`src/sv/frustum_box_classify_macros.svh`:
```
// Assertion macros for the frustum box classifier.
// Depends on nothing; included by the top level, which supplies clk and rst_n.
`ifndef FRUSTUM_BOX_CLASSIFY_MACROS_SVH
`define FRUSTUM_BOX_CLASSIFY_MACROS_SVH
`ifndef NO_ASSERTIONS
`define FBC_ASSERT_IMPL(label, ante, cons) \
  label: assert property (@(posedge clk) disable iff (!rst_n) (ante) |-> (cons)) \
    else $error("frustum box classifier: check failed");
`define FBC_ASSERT_NEXT(label, ante, cons) \
  label: assert property (@(posedge clk) disable iff (!rst_n) (ante) |=> (cons)) \
    else $error("frustum box classifier: check failed");
`else
`define FBC_ASSERT_IMPL(label, ante, cons)
`define FBC_ASSERT_NEXT(label, ante, cons)
`endif
`endif

```
`src/sv/fbc_pkg.sv`:
```
// Shared types and constants of the frustum box classifier.
// Depends on nothing; used by every module of the block.
package fbc_pkg;

  localparam int NUM_PLANES = 6;
  localparam int PLANE_SEL_W = (NUM_PLANES > 1) ? $clog2(NUM_PLANES) : 1;
  localparam logic [3:0] PLANE_LIMIT = 4'(NUM_PLANES);

  typedef enum logic [0:0] {
    MODE_LOAD = 1'b0,
    MODE_TEST = 1'b1
  } mode_t;

  typedef enum logic [1:0] {
    CLASS_OUTSIDE   = 2'd0,
    CLASS_INTERSECT = 2'd1,
    CLASS_INSIDE    = 2'd2
  } box_class_t;

  typedef struct packed {
    logic signed [31:0] nx;
    logic signed [31:0] ny;
    logic signed [31:0] nz;
    logic signed [31:0] offset;
  } plane_t;

  typedef struct packed {
    logic signed [31:0] min_x;
    logic signed [31:0] min_y;
    logic signed [31:0] min_z;
    logic signed [31:0] max_x;
    logic signed [31:0] max_y;
    logic signed [31:0] max_z;
  } box_t;

  typedef struct packed {
    logic                   en;
    logic [PLANE_SEL_W-1:0] idx;
    plane_t                 plane;
  } plane_wr_t;

  // Per-plane verdict: pos_behind means the positive vertex is strictly
  // behind the plane, neg_behind the same for the negative vertex.
  typedef struct packed {
    logic pos_behind;
    logic neg_behind;
  } lane_flags_t;

endpackage

```
`src/sv/fbc_plane_store.sv`:
```
// Register file that holds the frustum planes, one entry per plane.
// Depends on fbc_pkg.
module fbc_plane_store (
  input  logic              clk,
  input  fbc_pkg::plane_wr_t wr,
  output fbc_pkg::plane_t   planes_r [fbc_pkg::NUM_PLANES]
);
  import fbc_pkg::*;

  // Contents are undefined until written, so there is no reset.
  always_ff @(posedge clk) begin
    for (int p = 0; p < NUM_PLANES; p++) begin
      if (wr.en && (wr.idx == PLANE_SEL_W'(p))) begin
        planes_r[p] <= wr.plane;
      end
    end
  end

endmodule

```
`config.mk`:
```
export PLATFORM = sky130hd
export DESIGN_NAME = fbc_plane_store
export DESIGN_NICKNAME = d
export VERILOG_FILES = /design/src/sv/frustum_box_classify_macros.svh /design/src/sv/fbc_pkg.sv /design/src/sv/fbc_plane_store.sv
export SDC_FILE = /design/constraint.sdc
export NUM_CORES = 1
export LEC_CHECK = 0
export BUFFER_PORTS_ARGS = -buffer_cell sky130_fd_sc_hd__buf_2
export CAP_MARGIN = 20
export CORE_AREA = 10 10 342 344
export CTS_CLUSTER_DIAMETER = 60
export CTS_CLUSTER_SIZE = 25
export DETAILED_ROUTE_END_ITERATION = 12
export DIE_AREA = 0 0 352 354
export GPL_TIMING_DRIVEN = 1
export PLACE_DENSITY = 0.46
export SYNTH_ARGS = -nofsm -noshare
export SYNTH_HDL_FRONTEND = slang
export SYNTH_SLANG_ARGS = --single-unit
```
`constraint.sdc`:
```
create_clock -name clk -period 8.8 [get_ports clk]
set_input_delay 0.88 -clock clk [delete_from_list [all_inputs] [get_ports clk]]
set_output_delay 0.88 -clock clk [all_outputs]
set_load 0.01 [all_outputs]
```
==> flow_summary.ini <==
[yosys]
syn-instance-count = 774
synthesis.area_per_instance_um2 = 29.89
yosysWarningCount = 0
synth-seq-area-share = 0.9968
summed_instance_area_of_the_synthesized_netlist_mm2 = 0.02314
synth_compound_area_frac = 0
synth-simple-area-share = 0.003245
dominant_combinational_cell_family_by_area_after_synthesis = simple AND/OR/NAND/NOR gates
syn-num-nets = 907
ys_top_cells_by_area = edfxtp_1, and4bb_2, and4b_2
synth_top_area_frac = 0.9968
xor_xnor_share_of_the_synthesized_area = 0
synth-seq-cells = 768
synth_top_area_cell = edfxtp_1
adder_and_majority_gate_portion_of_the_synthesized_area = 0
synthMuxAreaShare = 0
netlist-cell-type-count = 4

[power_and_ir_drop]
leakage_nw = 11.66
power_frac_seq = 0.565
pwr-share-clk = 0.392
sw_frac_of_total = 0.2362
peakVddDrop_mv = 0.1537
power_density_mw_per_mm2 = 232.3
switching_power_mw = 1.745
share_comb_of_total_power = 0.042
internal_power_mw = 5.644

[clock_tree]
cts_hold_repair.buffers = 0
tritoncts = done
ctsHtreeMaxLevel = 2
cts-root-buf = clkbuf_16
cts_resized = 0
cts_sinks = 768
post_cts.repair.setup_buffers = 0
numCtsBuffers = 59
clock_path_buffers = 3
cts.clk_slew.worst_paths_ps = 90

[detailed_routing]
drc_errors = 0
drt-met1-wl_mm = 26.49
avgRoutedWirePerCell_um = 22.49
wl_met3_mm = 7.084
antenna_left = 0
drt-pass1-iter-count = 4
detailedRoute.firstIterationViolations = 701
avgViaCountPerCell = 3.624
via_count = 11910
drt-total-wl_mm = 73.90
highest-signal-layer = met5
met2RoutedLength_mm = 38.20

[worst_hold_path]
hold_path.class = in -> reg

[global_route]
grt_antenna_before_repair = 10
grt_overflow_total = 0
grt_pass1_wl_mm = 101.4
grt_pass1_vias = 12770
track_usage = 0.1115
maximum_number_of_pins_on_one_net_before_global_route_repair = 54

[layout]
area.growth.synth_to_final_pct = 37.45
top_regs = planes_r x768
post_route_cells_drive_above_1_share = 0.5721
final_design_area_no_fill_mm2 = 0.03180
num-nets-final = 1882
non_filler_instance_count_after_layout = 3286
regMostFlops = planes_r
nFillCells = 10930
final_core_utilization = 0.2890
largest_register_ff_count = 768

[setup_path]
cp_data_arrival_time_ps = 2730
critical_path.slowest_cell = and4bb_4
crit_path_max_fanout = 45
crit_path_max_cell_delay_ps = 840
setup.worst_path.end = planes_r[188]$_DFFE_PP_
crit_required_ps = 9070
start_kind = input pin
endpoint_kind = flop
setup_crit_path_kind = in -> reg
crit_path_start = wr[129]
cells_traversed_along_the_worst_timing_path = buf_2 > and4bb_4 > buf_4

[run]
max_cap_violations = 0

[die]
fp-row-count = 122
die_area_mm2 = 0.1246
die_width_um = 352
dieHeight_um = 354
boundaryPins = 901
initial_utilization = 0.2102
placeableCoreArea_mm2 = 0.1101

[sta]
finalCritPeriodShare = 0.2800
timing.max_slew.rel_slack = 0.3809
unrepaired_setup_endpoints_after_global_routing = no
tightestPinTransition_ps = 928.6
timing.final.crit_period_ps = 2464
timing.final.setup_violations = 0
finalHoldViolations = 0
fmaxAchievable_mhz = 405.8
setup_tns_ps = 0
slew_violations = 0

[placement]
dpl_cells = 3176
placed_area_mm2 = 0.02963
gp_congestion = 0.7749
io_buffers = 900
dp_hpwl_mm = 54.18

[status]
run_status = finished, final reports clean
critical path: cells and delay by family:
family,cells,cell delay (ps)
AND/OR/NAND/NOR,1,840
buffers and inverters,2,830
power by group through the flow:
| stage | sequential (mW) | combinational [mW] | clock [mW] |
|---|---|---|---|
| finish | 4.18 | 0.313 | 2.90 |
| detailed placement | 4.26 | 0.326 | 0 |
| global placement | 4.26 | 0.322 | 0 |
| CTS | 4.18 | 0.326 | 2.99 |
| floorplan | 4.32 | 0.0252 | 0 |
| global route | 4.19 | 0.337 | 3.13 |
kinds of logic (layout without fill, tap and decap cells):
kind of cell,count (synthesis),in the layout
buffers and inverters,0,1023
flip-flops,768,768
other,0,1
AND/OR/NAND/NOR,6,6
metal layers:
| layer | up-vias | track usage |
|---|---|---|
| met5 | - | 0 |
| met4 | 8 | 0.03445 |
| met3 | 114 | 0.04771 |
| met2 | 642 | 0.1976 |
| met1 | 5982 | 0.1190 |
| li1 | 5163 | - |
worst min-delay path by stage:
stage	start	end	slack, ps	cells after the start
2_1_floorplan	wr[0]	planes_r[0]$_DFFE_PP_	980	0
3_3_place_gp	wr[99]	planes_r[227]$_DFFE_PP_	1120	1
3_5_place_dp	wr[91]	planes_r[91]$_DFFE_PP_	1130	1
4_1_cts	wr[99]	planes_r[99]$_DFFE_PP_	400	1
5_1_grt	wr[126]	planes_r[382]$_DFFE_PP_	410	1
6_report	wr[99]	planes_r[99]$_DFFE_PP_	470	1
cell type report:
type	count	area (um^2)	area share
tap	1488	1862	0.05854
clock inverter	49	664.4	0.02089
antenna	1	2.502	0.00007869
timing repair buffer	914	4609	0.1449
sequential	768	23060	0.7252
multi-input combinational	6	100.1	0.003147
clock buffer	60	1501	0.04721
synth_stat cells, drive strengths merged:
| master | n |
|---|---|
| and4b | 2 |
| and4bb | 3 |
| edfxtp | 768 |
| nor4b | 1 |
per-stage QoR:
stage               setup slack, ps  power (mW)  hold slack, ps
floorplan                     191.0       4.349           978.9
global placement               5625       4.583            1123
detailed placement             5605       4.587            1132
CTS                            6280       7.494           399.1
global route                   6263       7.655           414.5
finish                         6336       7.389           465.8
cells in the final DEF, fill, tap and decap left out, types with 2 or more instances in the layout:
| cell type | n |
|---|---|
| clkbuf_16 | 60 |
| buf_2 | 900 |
| and4bb_4 | 3 |
| inv_16 | 4 |
| edfxtp_1 | 768 |
| inv_12 | 9 |
| clkinvlp_4 | 2 |
| and4b_4 | 2 |
| inv_8 | 6 |
| clkinv_4 | 2 |
| buf_4 | 14 |
| clkinv_8 | 13 |
| inv_6 | 10 |
Note: power is estimated with default switching activity, not from simulation.
